[config.mk]
export PLATFORM = sky130hd
export DESIGN_NAME = pmk_merge
export DESIGN_NICKNAME = d
export VERILOG_FILES = /design/src/design/point_morton_key_assert.svh /design/src/design/pmk_pkg.sv /design/src/design/pmk_merge.sv
export SDC_FILE = /design/constraint.sdc
export NUM_CORES = 1
export LEC_CHECK = 0
export ABC_CLOCK_PERIOD_IN_PS = 1400
export BUFFER_PORTS_ARGS = -buffer_cell sky130_fd_sc_hd__buf_4
export CAP_MARGIN = 25
export CORE_MARGIN = 4
export CORE_UTILIZATION = 43
export DETAILED_ROUTE_END_ITERATION = 12
export PLACE_DENSITY = 0.85
export REMOVE_ABC_BUFFERS = 1
export SYNTH_ARGS = -nofsm -noshare
export SYNTH_HDL_FRONTEND = slang
export SYNTH_SLANG_ARGS = --single-unit
[constraint.sdc]
create_clock -name clock -period 1.4 [get_ports clock]
set_input_delay 0.14 -clock clock [delete_from_list [all_inputs] [get_ports clock]]
set_output_delay 0.14 -clock clock [all_outputs]
set_load 0.01 [all_outputs]
[src/design/point_morton_key_assert.svh]
// ----------------------------------------------------------------------------
// point_morton_key_assert.svh
// Assertion macros used by the point_morton_key top module.
// ----------------------------------------------------------------------------
`ifndef POINT_MORTON_KEY_ASSERT_SVH
`define POINT_MORTON_KEY_ASSERT_SVH

// Check that a condition implies a consequence in the same cycle.
`define PMK_ASSERT_SAME(label, clk, rst, ante, cons) \
   label: assert property (@(posedge clk) disable iff (rst) (ante) |-> (cons)) \
      else $error("pmk assertion failed");

// Check that a condition implies a consequence in the next cycle.
`define PMK_ASSERT_NEXT(label, clk, rst, ante, cons) \
   label: assert property (@(posedge clk) disable iff (rst) (ante) |=> (cons)) \
      else $error("pmk assertion failed");

`endif

[src/design/pmk_pkg.sv]
// ----------------------------------------------------------------------------
// pmk_pkg
// Types and constants of the point Morton key block.
// ----------------------------------------------------------------------------
package pmk_pkg;

   localparam int AXIS_BITS  = 21;
   localparam int INDEX_BITS = 20;
   localparam int AXES       = 3;
   localparam int COORD_BITS = 32;
   localparam int SCALE_BITS = 32;
   localparam int PROD_BITS  = COORD_BITS + SCALE_BITS;
   localparam int QUANT_BITS = PROD_BITS - 32;
   localparam int CODE_BITS  = AXES * AXIS_BITS;
   localparam int CSR_BITS   = 32;

   // Largest quantized axis value, at the width of the truncated product.
   localparam logic [QUANT_BITS-1:0] AXIS_MAX =
      QUANT_BITS'((64'd1 << AXIS_BITS) - 64'd1);

   typedef enum logic [2:0] {
      CSR_MIN_X   = 3'd0,
      CSR_MIN_Y   = 3'd1,
      CSR_MIN_Z   = 3'd2,
      CSR_SCALE_X = 3'd3,
      CSR_SCALE_Y = 3'd4,
      CSR_SCALE_Z = 3'd5
   } csr_index_type;

   typedef struct packed {
      logic signed [COORD_BITS-1:0] coord_x;
      logic signed [COORD_BITS-1:0] coord_y;
      logic signed [COORD_BITS-1:0] coord_z;
      logic        [INDEX_BITS-1:0] point_index;
   } req_data_type;

   typedef struct packed {
      logic [CODE_BITS-1:0]  morton_code;
      logic [INDEX_BITS-1:0] index_out;
   } rsp_data_type;

   // Control that travels with an item down the pipeline.
   typedef struct packed {
      logic                  valid;
      logic [INDEX_BITS-1:0] index;
   } pipe_ctrl_type;

endpackage

[src/design/pmk_merge.sv]
// ----------------------------------------------------------------------------
// pmk_merge
// Saturates the lane results and interleaves them into the Morton code.
// ----------------------------------------------------------------------------
module pmk_merge (
   input  logic                                 clock,
   input  logic                                 reset,
   input  logic [pmk_pkg::QUANT_BITS-1:0]       quant [pmk_pkg::AXES],
   input  pmk_pkg::pipe_ctrl_type               ctrl,
   output logic                                 rsp_valid,
   output pmk_pkg::rsp_data_type                rsp_data
);
   import pmk_pkg::*;

   logic [AXIS_BITS-1:0] sat [AXES];
   logic [CODE_BITS-1:0] code_in;
   rsp_data_type         data_ff;
   logic                 valid_ff;

   // Saturate every axis value to the code range.
   always_comb begin
      for (int a = 0; a < AXES; a++) begin
         if (quant[a] > AXIS_MAX) begin
            sat[a] = AXIS_MAX[AXIS_BITS-1:0];
         end else begin
            sat[a] = quant[a][AXIS_BITS-1:0];
         end
      end
   end

   // Interleave: x in bit 0, y in bit 1, z in bit 2 of each triple.
   always_comb begin
      for (int b = 0; b < AXIS_BITS; b++) begin
         for (int a = 0; a < AXES; a++) begin
            code_in[b*AXES + a] = sat[a][b];
         end
      end
   end

   // Register the result and its strobe.
   always_ff @(posedge clock) begin
      if (reset) begin
         valid_ff <= 1'b0;
      end else begin
         valid_ff <= ctrl.valid;
      end
      data_ff.morton_code <= code_in;
      data_ff.index_out   <= ctrl.index;
   end

   assign rsp_valid = valid_ff;
   assign rsp_data  = data_ff;

endmodule

# After elaboration in Yosys (flattened, before gate mapping)
# Index checks and enable logic that the tools add are counted.
[word_totals]
word_cells = 8
regBits = 84
[op_classes]
magnitude_cmp = 3
[op_table]
columns = ["cell", "count"]
rows = [
  ["> comparator 32 x 21 -> 1 bit (second input constant)", 3],
]

# Depth between registers and ports, before layout
[logic_depth]
word_depth = 1
ltp_mapped = 3
depth_no_buf = 2

# Worst setup path after synthesis
# OpenSTA, ideal clock, no wires.
[synth_path]
path_type = "input to register"
start = "in quant[90] in the netlist's numbering"
end = "reg data_ff, in the netlist rsp_data[20]"
cell_stages = 3
path_slack_ns = 0.558
setup_time_ns = 0.126
required_ns = 1.274
n_path_buf = 1
arrival_ns = 0.716
cell_sequence = "nor4_2 > buf_4 > nand3_1"
[synth_between]
elab_chain_len = 1
[synth_rtl]
columns = ["item", "line", "rtl"]
rows = [
  ["start, declared", "pmk_merge.sv:8", "input logic [pmk_pkg::QUANT_BITS-1:0] quant [pmk_pkg::AXES],"],
  ["> comparator 32 x 21 -> 1 bit", "pmk_merge.sv:23", "if (quant[a] > AXIS_MAX) begin"],
  ["end, declared", "pmk_merge.sv:17", "rsp_data_type data_ff;"],
]
# Every way passes these cells.
# A chain may end at the register's enable or synchronous reset.

# Worst setup path in the final report
[layout_path]
start = "in reset"
end = "reg valid_ff, in the netlist rsp_valid"
[layout_rtl]
columns = ["item", "line", "rtl"]
rows = [
  ["start, declared", "pmk_merge.sv:7", "input logic reset,"],
  ["end signal, assigned", "pmk_merge.sv:45", "valid_ff <= ctrl.valid;"],
  ["end, declared", "pmk_merge.sv:18", "logic valid_ff;"],
]
# No word-level cell between the ends.

==> results.md <==
- The share of the yosys chip area belonging to registers is 0.6185.
- The initial antenna violation count is 0.
- Post-CTS repair changed the size of 0 cells.
- The share of synthesized cell area in and, or, nand and nor gates is 0.3116.
- The kind of capture point of the worst setup path is a flip-flop.
- The initial DRC count is 74.
- The fraction of the mapped netlist area in compound gates is 0.
- The worst setup path is launched from an input pin.
- The flow ran to the end, and the final reports show no timing, DRC or antenna violations.
- The peak supply drop is a little over 0.7 mV.
- Entering global routing, the biggest net connects 22 pins.
- After technology mapping, the gate count stands at about 250.
- CTS placed an instance of sky130_fd_sc_hd__clkbuf_8 at the clock tree root.
- The tightest min-delay check is of the in2reg type.
- The first-pass GRT wire length is ~14 mm.
- Yosys mapped the design onto 14 distinct sky130hd cell types.
- The number of global-route vias before repair is roughly 3000.
- The area of the core is 0.006026 mm².
- The highest net fanout along the worst path is 1.
- The number of buffers inserted by port buffering is a little over 200.
- The final antenna-violating net count is 0.
- Using the TritonRoute via totals, the vias-per-cell ratio works out to between 5 and 6.
- The number of setup buffers added after CTS is 0.
- The cell area that synthesis handed to floorplanning was about 0.0027 mm².
- Summed over all nets, the half-perimeter wirelength after detailed placement is 6.136 mm.
- The count of pins on the block boundary is ~200.
- The effective utilization at floorplan is 0.4512.
- Routability-driven placement finished with a final weighted congestion of about 0.8.
- The area of the die is approximately 0.0077 mm².
- The vias after detailed routing is 2974.
- For the worst setup path, the data arrival time is roughly 1500 ps.
- The number of clock buffers inserted by TritonCTS is 9.
- Leaving out fill and tap cells, the most frequent cell in the layout is sky130_fd_sc_hd__buf_4.
- The share of synthesized area in the top cell type comes to 0.6185.
- Leaving out fill and tap cells, the most frequent cells in the layout are 210 x sky130_fd_sc_hd__buf_4, 84 x sky130_fd_sc_hd__dfxtp_1, 52 x sky130_fd_sc_hd__dlygate4sd3_1, 42 x sky130_fd_sc_hd__nor4_1, 37 x sky130_fd_sc_hd__nand3_1.
- Counting instances, the worst hold path has a depth of 3.
- Clock-pin slew was measured on the worst setup and hold paths at ~80 ps.
- The per-cell routed wire length is ~17 µm.
- The horizontal extent of the die is ~88 µm.
- The synthesized design spends more area on one cell type than any other, namely sky130_fd_sc_hd__dfxtp_1.
- The fraction of layout cells with a size suffix above 1 is 0.4768.
- Dividing the final minimum period by the clock period gives 0.8993.
- Setup repair after global routing left no endpoint under its margin.
- After the flow finishes, the layout carries non-filler instances totaling 570.
- The worst-margin pin slew is between 300 and 400 ps.
- The dominant combinational cell family by area after synthesis is simple AND/OR/NAND/NOR gates.
- The repair_antennas step left the layout with diodes totalling 0.
- The final number of hold-violating endpoints is 0.
- The relative slew slack is 0.7432.
- For met1 alone, demand over resource in global routing was 0.2610.
- CTS saw 84 sinks.
- Sorting the synthesized cells by area gives the leading types as sky130_fd_sc_hd__dfxtp_1 62%, sky130_fd_sc_hd__nor4_1 9.7%, sky130_fd_sc_hd__nand3_1 6.8%, sky130_fd_sc_hd__nand4_1 4.8%, sky130_fd_sc_hd__nor3_1 4.0%.
- The highest-utilization routing layer at the global route stage is met2.
- For this block, the routed nets add up to around 9.7 mm of wire.
- The max-capacitance violation count is 0.
- The post-layout utilization of the core is 0.8156.
- Once placement completed, the tool counted placed cells totaling roughly 500.
- The first TritonRoute pass finished after 5 iterations.
- The detailed-route DRC error count is 0.
- The vertical die dimension is 87.52 µm.
- The total count of max-transition violations in the final report was 0.
- The share of synthesized area spent on multiplexers is 0.
- The floorplan has 28 rows.
- The routed design could run at a clock period as short as 1259 ps.
- Of the total synthesized cell area, the portion taken by XOR and XNOR cells is 0.
- CTS built an H-tree with a depth of 3.
- The final global-route overflow total is 0.
- After synthesis, the mean cell area works out to about 11 µm².
- The met2 track utilization from global routing is 0.4295.
- The static leakage is 2.036 nW.
- For this design the ratio of total power to cell area is between 900 and 1000 mW/mm².
- The maximum clock rate is approximately 0.79 GHz.
- From synthesis to final layout, the design area changed by 80.76%.
- Counting along the longest clock path gives a buffer depth of 2.
- TritonCTS built the clock tree.
- The count of nets after finishing is between 600 and 700.
- The met3 track utilization from global routing is 0.09082.
- The category of the critical setup timing path is in2reg.
- After synthesis the netlist holds a flip-flop and latch count of 84.
- In the global route stage, overall resource usage came out at 0.2444.
- The total setup violations reported at the end of the flow is 0.
- The warning count from the yosys run is 0.
- The critical path data required time is between 1500 and 2000 ps.
- The adder and majority cell fraction of the synthesized area is 0.
==> through the flow <==
stage	setup TNS [ps]	setup slack (ps)	area (µm²)	power (mW)	hold WS (ps)
6_report	0	141.0	4915	4.716	16.12
2_1_floorplan	-3266	-155.5	2529	2.575	167.7
3_3_place_gp	0	378.1	4204	2.973	244.7
5_1_grt	0	101.0	4915	4.912	2.806
3_5_place_dp	0	312.0	4204	2.983	245.9
4_1_cts	0	283.7	4905	4.726	0.6314
==> worst max-delay path: stages <==
cell and delay (ps):
sky130_fd_sc_hd__dlygate4sd3_1 560, sky130_fd_sc_hd__buf_4 140, sky130_fd_sc_hd__nor2b_1 120, sky130_fd_sc_hd__dlygate4sd3_1 570
==> layer usage <==
metal | up-vias | share of wire
li1 | 1413 | -
met1 | 1359 | 0.35
met2 | 179 | 0.52
met3 | 23 | 0.11
met4 | 0 | 0.025
met5 | - | 0
==> sequential cells by signal, summed over array words and instances (netlist names) <==
signal	cells
rsp_valid	1
rsp_data	83
==> timing repair <==
item	in CTS	in global routing
endpoints found under the hold margin	50	1
setup endpoints to repair	0	0
hold buffers	51	1
==> power breakdown <==
| part | internal, mW | switching, mW | total [mW] |
|---|---|---|---|
| Combinational | 0.381 | 0.257 | 0.638 |
| Clock | 0.854 | 0.794 | 1.65 |
| Sequential | 2.42 | 0.0104 | 2.43 |
==> area by class of cell <==
type / count / area [µm²]
clock inverter: 5 / 52.55
clock buffer: 10 / 137.6
multi-input combinational: 134 / 852.1
tap: 75 / 93.84
timing repair buffer: 262 / 2097
fill: 352 / 1111
sequential: 84 / 1682
==> synth_stat cells <==
master,n
sky130_fd_sc_hd__buf_4,4
sky130_fd_sc_hd__buf_2,14
sky130_fd_sc_hd__nor4_1,42
sky130_fd_sc_hd__nand4_1,21
sky130_fd_sc_hd__nor4_4,4
sky130_fd_sc_hd__nand3_2,5
sky130_fd_sc_hd__nor3_1,22
sky130_fd_sc_hd__nor2b_1,1
sky130_fd_sc_hd__nor4_2,1
sky130_fd_sc_hd__clkbuf_1,6
sky130_fd_sc_hd__buf_6,6
sky130_fd_sc_hd__nor2_1,1
sky130_fd_sc_hd__dfxtp_1,84
sky130_fd_sc_hd__nand3_1,37
==> cells by family (layout without fill, tap and decap cells) <==
| group | Yosys count | count (layout) |
|---|---|---|
| DFF | 84 | 84 |
| and+or+nand+nor | 134 | 134 |
| buffers and inverters | 30 | 277 |
==> path summary, 6_finish.rpt <==
path | start | to | slack [ps]
hold / removal | quant[70] | rsp_data[38]$_SDFF_PN1_ | 20
setup / recovery | reset | rsp_valid$_SDFF_PP0_ | 140
(Power assumes the default switching activity.)
