**src/design/point_morton_key_assert.svh**
```systemverilog
// ----------------------------------------------------------------------------
// point_morton_key_assert.svh
// Assertion macros used by the point_morton_key top module.
// ----------------------------------------------------------------------------
`ifndef POINT_MORTON_KEY_ASSERT_SVH
`define POINT_MORTON_KEY_ASSERT_SVH

// Check that a condition implies a consequence in the same cycle.
`define PMK_ASSERT_SAME(label, clk, rst, ante, cons) \
   label: assert property (@(posedge clk) disable iff (rst) (ante) |-> (cons)) \
      else $error("pmk assertion failed");

// Check that a condition implies a consequence in the next cycle.
`define PMK_ASSERT_NEXT(label, clk, rst, ante, cons) \
   label: assert property (@(posedge clk) disable iff (rst) (ante) |=> (cons)) \
      else $error("pmk assertion failed");

`endif

```
**src/design/pmk_pkg.sv**
```systemverilog
// ----------------------------------------------------------------------------
// pmk_pkg
// Types and constants of the point Morton key block.
// ----------------------------------------------------------------------------
package pmk_pkg;

   localparam int AXIS_BITS  = 21;
   localparam int INDEX_BITS = 20;
   localparam int AXES       = 3;
   localparam int COORD_BITS = 32;
   localparam int SCALE_BITS = 32;
   localparam int PROD_BITS  = COORD_BITS + SCALE_BITS;
   localparam int QUANT_BITS = PROD_BITS - 32;
   localparam int CODE_BITS  = AXES * AXIS_BITS;
   localparam int CSR_BITS   = 32;

   // Largest quantized axis value, at the width of the truncated product.
   localparam logic [QUANT_BITS-1:0] AXIS_MAX =
      QUANT_BITS'((64'd1 << AXIS_BITS) - 64'd1);

   typedef enum logic [2:0] {
      CSR_MIN_X   = 3'd0,
      CSR_MIN_Y   = 3'd1,
      CSR_MIN_Z   = 3'd2,
      CSR_SCALE_X = 3'd3,
      CSR_SCALE_Y = 3'd4,
      CSR_SCALE_Z = 3'd5
   } csr_index_type;

   typedef struct packed {
      logic signed [COORD_BITS-1:0] coord_x;
      logic signed [COORD_BITS-1:0] coord_y;
      logic signed [COORD_BITS-1:0] coord_z;
      logic        [INDEX_BITS-1:0] point_index;
   } req_data_type;

   typedef struct packed {
      logic [CODE_BITS-1:0]  morton_code;
      logic [INDEX_BITS-1:0] index_out;
   } rsp_data_type;

   // Control that travels with an item down the pipeline.
   typedef struct packed {
      logic                  valid;
      logic [INDEX_BITS-1:0] index;
   } pipe_ctrl_type;

endpackage

```
**src/design/pmk_lane.sv**
```systemverilog
// ----------------------------------------------------------------------------
// pmk_lane
// One axis lane: offset by the box minimum, then scale into Q32.32.
// ----------------------------------------------------------------------------
module pmk_lane (
   input  logic                                 clock,
   input  logic signed [pmk_pkg::COORD_BITS-1:0] coord,
   input  logic signed [pmk_pkg::COORD_BITS-1:0] box_min,
   input  logic        [pmk_pkg::SCALE_BITS-1:0] scale,
   output logic        [pmk_pkg::QUANT_BITS-1:0] quant
);
   import pmk_pkg::*;

   logic signed [COORD_BITS:0]   diff;
   logic        [COORD_BITS-1:0] dist_in;
   logic        [COORD_BITS-1:0] dist_ff;
   logic        [PROD_BITS-1:0]  prod_in;
   logic        [PROD_BITS-1:0]  prod_ff;

   // Offset exactly in one extra bit; clamp points at or below the minimum.
   // A positive offset always fits the unsigned coordinate width.
   always_comb begin
      diff = {coord[COORD_BITS-1], coord} - {box_min[COORD_BITS-1], box_min};
      if (!diff[COORD_BITS] && (diff != '0)) begin
         dist_in = diff[COORD_BITS-1:0];
      end else begin
         dist_in = '0;
      end
   end

   // Scale the offset distance.
   assign prod_in = PROD_BITS'(dist_ff) * PROD_BITS'(scale);

   // Hold each stage.
   always_ff @(posedge clock) begin
      dist_ff <= dist_in;
      prod_ff <= prod_in;
   end

   // Drop the fraction: truncation toward zero.
   assign quant = prod_ff[PROD_BITS-1:PROD_BITS-QUANT_BITS];

endmodule

```
**config.mk**
```make
export PLATFORM = sky130hd
export DESIGN_NAME = pmk_lane
export DESIGN_NICKNAME = d
export VERILOG_FILES = /design/src/design/point_morton_key_assert.svh /design/src/design/pmk_pkg.sv /design/src/design/pmk_lane.sv
export SDC_FILE = /design/constraint.sdc
export NUM_CORES = 2
export LEC_CHECK = 0
export BUFFER_PORTS_ARGS = -buffer_cell sky130_fd_sc_hd__buf_2
export CAP_MARGIN = 20
export CORE_UTILIZATION = 41
export DETAILED_ROUTE_END_ITERATION = 8
export GPL_TIMING_DRIVEN = 1
export PLACE_DENSITY = 0.66
export SLEW_MARGIN = 20
export SYNTH_ARGS = -nofsm -noshare
export SYNTH_HDL_FRONTEND = slang
export SYNTH_SLANG_ARGS = --single-unit
```
**constraint.sdc**
```tcl
create_clock -name clock -period 11.5 [get_ports clock]
set_input_delay 2.3 -clock clock [delete_from_list [all_inputs] [get_ports clock]]
set_output_delay 2.3 -clock clock [all_outputs]
set_load 0.01 [all_outputs]
```
; ---- Word level (Yosys, flattened, before mapping)
; Index checks and enable logic that the tools add are counted.
[classes]
n_mux = 0
multipliers = 1
magnitude_cmp = 0
div_mod_pow = 0
n_addsub = 1
eq_ne = 0
bitwise_logic = 0
reduce_logical = 3
shift = 0
[op_table]
columns = cell, n
row1 = $mul 32x32->64, 1
row2 = $reduce_bool 33->1, 1
row3 = $sub 32x32->33, 1
row4 = $logic_and 1x1->1, 1
row5 = $logic_not 1->1, 1
[totals]
ram_bits = 0
latch_bits = 0
wordCells = 7
mem_count = 0
regBits = 96
rom_bits = 0
in_bits = 97

; ---- Longest topological paths before layout
[logic_depth]
ltp_word = 3
mapped_depth = 30

; ---- Least setup slack after synthesis
; No wires, ideal clock.
[synth_path]
path_type = input -> register
startpoint = in scale[2] in the netlist's numbering
endpoint = reg prod_ff[57]
t_arrival_ns = 8.823
path_buffers = 1
setup_time_ns = 0.127
slack_ns = 2.550
cell_stages = 26
required_time_ns = 11.373
path_cell_list = clkbuf_1 > nand2_1 > fa_1 > inv_1 > fa_1 > inv_1 > fa_1 > fa_1 > inv_1 > fa_1 > fa_1 > fa_1 > inv_1 > fa_1 > inv_1 > ha_1 > a21o_1 > a21o_1 > a21o_1 > a32oi_1 > a21oi_2 > o21a_1 > a21o_1 > a21oi_1 > o21ai_0 > xor2_1
[synth_via]
elab_chain_cells = 1
[synth_lines]
columns = element, line
row1 = "start, declared", pmk_lane.sv:9  ; input logic [pmk_pkg::SCALE_BITS-1:0] scale,
row2 = $mul 32x32->64, pmk_lane.sv:32  ; assign prod_in = PROD_BITS'(dist_ff) * PROD_BITS'(scale);
row3 = via prod_in[57], pmk_lane.sv:17  ; logic [PROD_BITS-1:0] prod_in;
row4 = "end signal, assigned", pmk_lane.sv:37  ; prod_ff <= prod_in;
row5 = "end, declared", pmk_lane.sv:18  ; logic [PROD_BITS-1:0] prod_ff;
; The timed path passes the listed nets, and every way through them passes these cells.
; A chain may end at the register's enable or synchronous reset.

; ---- Final worst setup path
[layout_path]
startpoint = in scale[9] in the netlist's numbering
endpoint = reg prod_ff[57]
; Same word-level chain as after synthesis.

==> impl_metrics.xml <==
<?xml version="1.0" encoding="UTF-8"?>
<metrics>
  <group name="run_status">
    <metric name="outcome" unit="">finished clean</metric>
  </group>
  <group name="synthesis">
    <metric name="ys_types" unit="">52</metric>
    <metric name="synthCells" unit="">3826</metric>
    <metric name="yosys-top-cells-count" unit="">inv_1 (913), fa_1 (896), and2_1 (618)</metric>
    <metric name="sequential_area_share_after_synthesis" unit="%">3.652</metric>
    <metric name="ys_ff_latch" unit="">64</metric>
    <metric name="postSynth.asyncResetShare" unit="%">0</metric>
    <metric name="most_repeated_cell_in_the_gate_level_netlist_after_synthesis" unit="">inv_1</metric>
    <metric name="mappedNetlistNets" unit="">5111</metric>
    <metric name="post-synth-top-area-fraction" unit="%">51.13</metric>
    <metric name="netlist_area" unit="um2">35080</metric>
    <metric name="yosysTopAreaCell" unit="">fa_1</metric>
    <metric name="postSynthAreaPerCell" unit="um2">9.170</metric>
    <metric name="yosys_warnings" unit="">0</metric>
    <metric name="synth-main-ff-cell" unit="">dfxtp_1</metric>
    <metric name="number_of_synthesized_flops_with_an_enable_pin" unit="">0</metric>
    <metric name="synth.top_cells.by_area" unit="">fa_1 (51%), and2_1 (11%), ha_1 (10%)</metric>
  </group>
  <group name="clocking">
    <metric name="cts_max_path_buffers" unit="">2</metric>
    <metric name="cts_tree" unit="">built</metric>
    <metric name="clock_sinks" unit="">64</metric>
    <metric name="post_cts_buffers" unit="">0</metric>
    <metric name="cts_made_buffers" unit="">9</metric>
    <metric name="cell_at_the_root_of_the_clock_tree" unit="">clkbuf_16</metric>
    <metric name="cts.clk_slew.worst_paths" unit="ps">60</metric>
    <metric name="ctsHtreeMaxLevel" unit="">3</metric>
    <metric name="clock_insertion_delay_worst_skew" unit="ps">380</metric>
    <metric name="postCtsResizedCells" unit="">0</metric>
    <metric name="holdBufCountCts" unit="">0</metric>
  </group>
  <group name="placed_design">
    <metric name="gpl.final_weighted_congestion" unit="">0.8773</metric>
    <metric name="detailed_place_hpwl" unit="um">74830</metric>
    <metric name="port_buffers" unit="">128</metric>
  </group>
  <group name="worst_setup_path">
    <metric name="crit_path_max_fanout" unit="">19</metric>
    <metric name="worst_setup_path_end_kind" unit="">register</metric>
    <metric name="critical-path-slowest-cell" unit="">a32oi_1</metric>
    <metric name="critical_path.startpoint" unit="">scale[9]</metric>
    <metric name="worst_path_most_repeated_cell" unit="">fa_1</metric>
    <metric name="cp_data_arrival_time" unit="ps">10460</metric>
    <metric name="critical_path_class" unit="">in -&gt; reg</metric>
    <metric name="slowest_delay" unit="ps">580</metric>
    <metric name="critical_path_required" unit="ps">11760</metric>
    <metric name="start_of_the_worst_register_to_register_path" unit="">dist_ff[7]$_SDFF_PN0_</metric>
    <metric name="cp-start-kind" unit="">input pin</metric>
  </group>
  <group name="timing">
    <metric name="timing.final.crit_share" unit="%">88.69</metric>
    <metric name="finalHoldWorstSlack" unit="ps">1552</metric>
    <metric name="fin_crit" unit="ps">10200</metric>
    <metric name="rsz_0062_raised_after_global_routing" unit="">false</metric>
    <metric name="tns" unit="ps">0</metric>
    <metric name="timing_hold_violations_final" unit="">0</metric>
    <metric name="clock_skew" unit="ps">11.79</metric>
    <metric name="worst_max_slew_margin_expressed_relative_to_the_limit" unit="%">27.04</metric>
    <metric name="fmax" unit="MHz">98.05</metric>
    <metric name="setup-violations-final" unit="">0</metric>
    <metric name="final_max_slew_viol_count" unit="">0</metric>
    <metric name="worstMarginPinSlew" unit="ps">1094</metric>
  </group>
  <group name="global_route">
    <metric name="grt_overflow" unit="">0</metric>
    <metric name="largest_net_degree_at_the_start_of_global_routing" unit="">33</metric>
    <metric name="grt_first_pass_wirelength" unit="um">155900</metric>
    <metric name="grt_usage" unit="%">23.68</metric>
    <metric name="grt_antenna_before_repair" unit="">9</metric>
    <metric name="number_of_global_route_vias_before_repair" unit="">27949</metric>
  </group>
  <group name="die">
    <metric name="fp.coreArea" unit="um2">84220</metric>
    <metric name="rows" unit="">106</metric>
    <metric name="dieArea" unit="um2">86750</metric>
    <metric name="die-height" unit="um">294.5</metric>
    <metric name="ios" unit="">129</metric>
    <metric name="fp.dieW" unit="um">294.5</metric>
    <metric name="effective_utilization_at_floorplan" unit="%">41.66</metric>
  </group>
  <group name="cells_and_area">
    <metric name="area.growth.synth_to_final" unit="%">5.574</metric>
    <metric name="drive_gt1_share" unit="%">5.713</metric>
    <metric name="fillers" unit="">8254</metric>
    <metric name="nets" unit="">5096</metric>
  </group>
  <group name="detailed_routing">
    <metric name="routed_via_density" unit="">5.080</metric>
    <metric name="dr_total_vias" unit="">25164</metric>
    <metric name="routed_wl" unit="um">96570</metric>
    <metric name="drt_drc_violations_left" unit="">0</metric>
    <metric name="detailedRoute.firstIterationViolations" unit="">1491</metric>
    <metric name="detail-route-antenna-nets" unit="">0</metric>
    <metric name="detailedRoute.firstPassIterationCount" unit="">7</metric>
    <metric name="post_drt_wl_per_cell" unit="um">19.49</metric>
  </group>
  <group name="hold_path">
    <metric name="hold_path.startpoint" unit="">dist_ff[31]$_SDFF_PN0_</metric>
    <metric name="worstHoldPathType" unit="">reg -&gt; reg</metric>
  </group>
  <group name="flow_run">
    <metric name="number_of_maximum_capacitance_constraint_violations" unit="">0</metric>
  </group>
</metrics>
==> state kept, by name, indices dropped and copies added, names as in the netlist <==
name and flops:
dist_ff 32, prod_ff 32
==> per-layer routing <==
| layer | track usage [%] | share of wire, % |
|---|---|---|
| met1 | 29.86 | 39 |
| met2 | 40.99 | 50 |
| met3 | 3.997 | 7.1 |
| met4 | 7.965 | 3.3 |
| met5 | 0 | 0.029 |
==> worst paths after layout <==
path	end	slack, ps	cells after the start
min	prod_ff[63]$_DFF_P_	1550	6
min reg2reg	prod_ff[63]$_DFF_P_	1550	6
max reg2reg	prod_ff[57]$_DFF_P_	2800	27
max	prod_ff[57]$_DFF_P_	1300	28
==> cells by family (layout without fill, tap and decap cells) <==
kind of cell	after synthesis	count (layout)	share of synthesized area, %
AND/OR/NAND/NOR	1204	1204	17.77
XOR/XNOR	56	56	1.398
other	0	4	0
adder cells (fa/ha/maj)	1188	1188	61.54
buffers and inverters	1114	1104	11.93
AO/OA/AOI/OAI	200	200	3.705
flip-flops	64	64	3.652
==> per-stage QoR <==
step                utilization, %  setup WS, ps  cells  instance area (um2)
floorplan                        -          2550   3826                35080
global placement             43.64          1064   4934                36760
detailed placement           43.64         927.1   4934                36760
CTS                          43.97          1342   4950                37030
global route                 43.98          1037   4953                37040
finish                       43.98          1301   4954                37040
==> cell usage in the layout (no fill, tap or decap), types with 6 or more instances in the layout <==
master / instances
dfxtp_1: 50
a31oi_1: 7
o21a_1: 6
nand4_1: 17
a211oi_1: 6
fa_1: 896
nand2b_1: 7
o21bai_1: 11
nor2b_1: 10
a21oi_1: 60
buf_4: 47
xor2_1: 22
inv_1: 913
a21o_1: 43
o21ai_0: 29
ha_1: 292
and2_1: 618
buf_2: 128
xnor2_1: 34
dfxtp_2: 14
nor3_1: 13
nand3_1: 14
clkbuf_16: 9
nand2_1: 435
nor2_1: 74
==> layout make-up <==
cell class / instances / area (um2) / share of cell area [%]
multi-input combinational: 2648 / 29620 / 79.96
clock buffer: 9 / 225.2 / 0.6080
inverter: 913 / 3427 / 9.252
tap: 1134 / 1419 / 3.831
sequential: 64 / 1299 / 3.506
timing repair buffer: 175 / 993.5 / 2.682
clock inverter: 7 / 48.80 / 0.1317
antenna: 4 / 10.01 / 0.02702
==> worst max-delay path, delay by kind of cell <==
family                   cells  cell delay (ps)
adder cells (fa/ha/maj)      9             3980
AO/OA/AOI/OAI               10             2860
buffers and inverters        7             1050
XOR/XNOR                     1              150
AND/OR/NAND/NOR              1              100
Power is left out: the tool's default activity adds up to more than one toggle a clock period on the data nets, which glitch-free logic cannot reach.
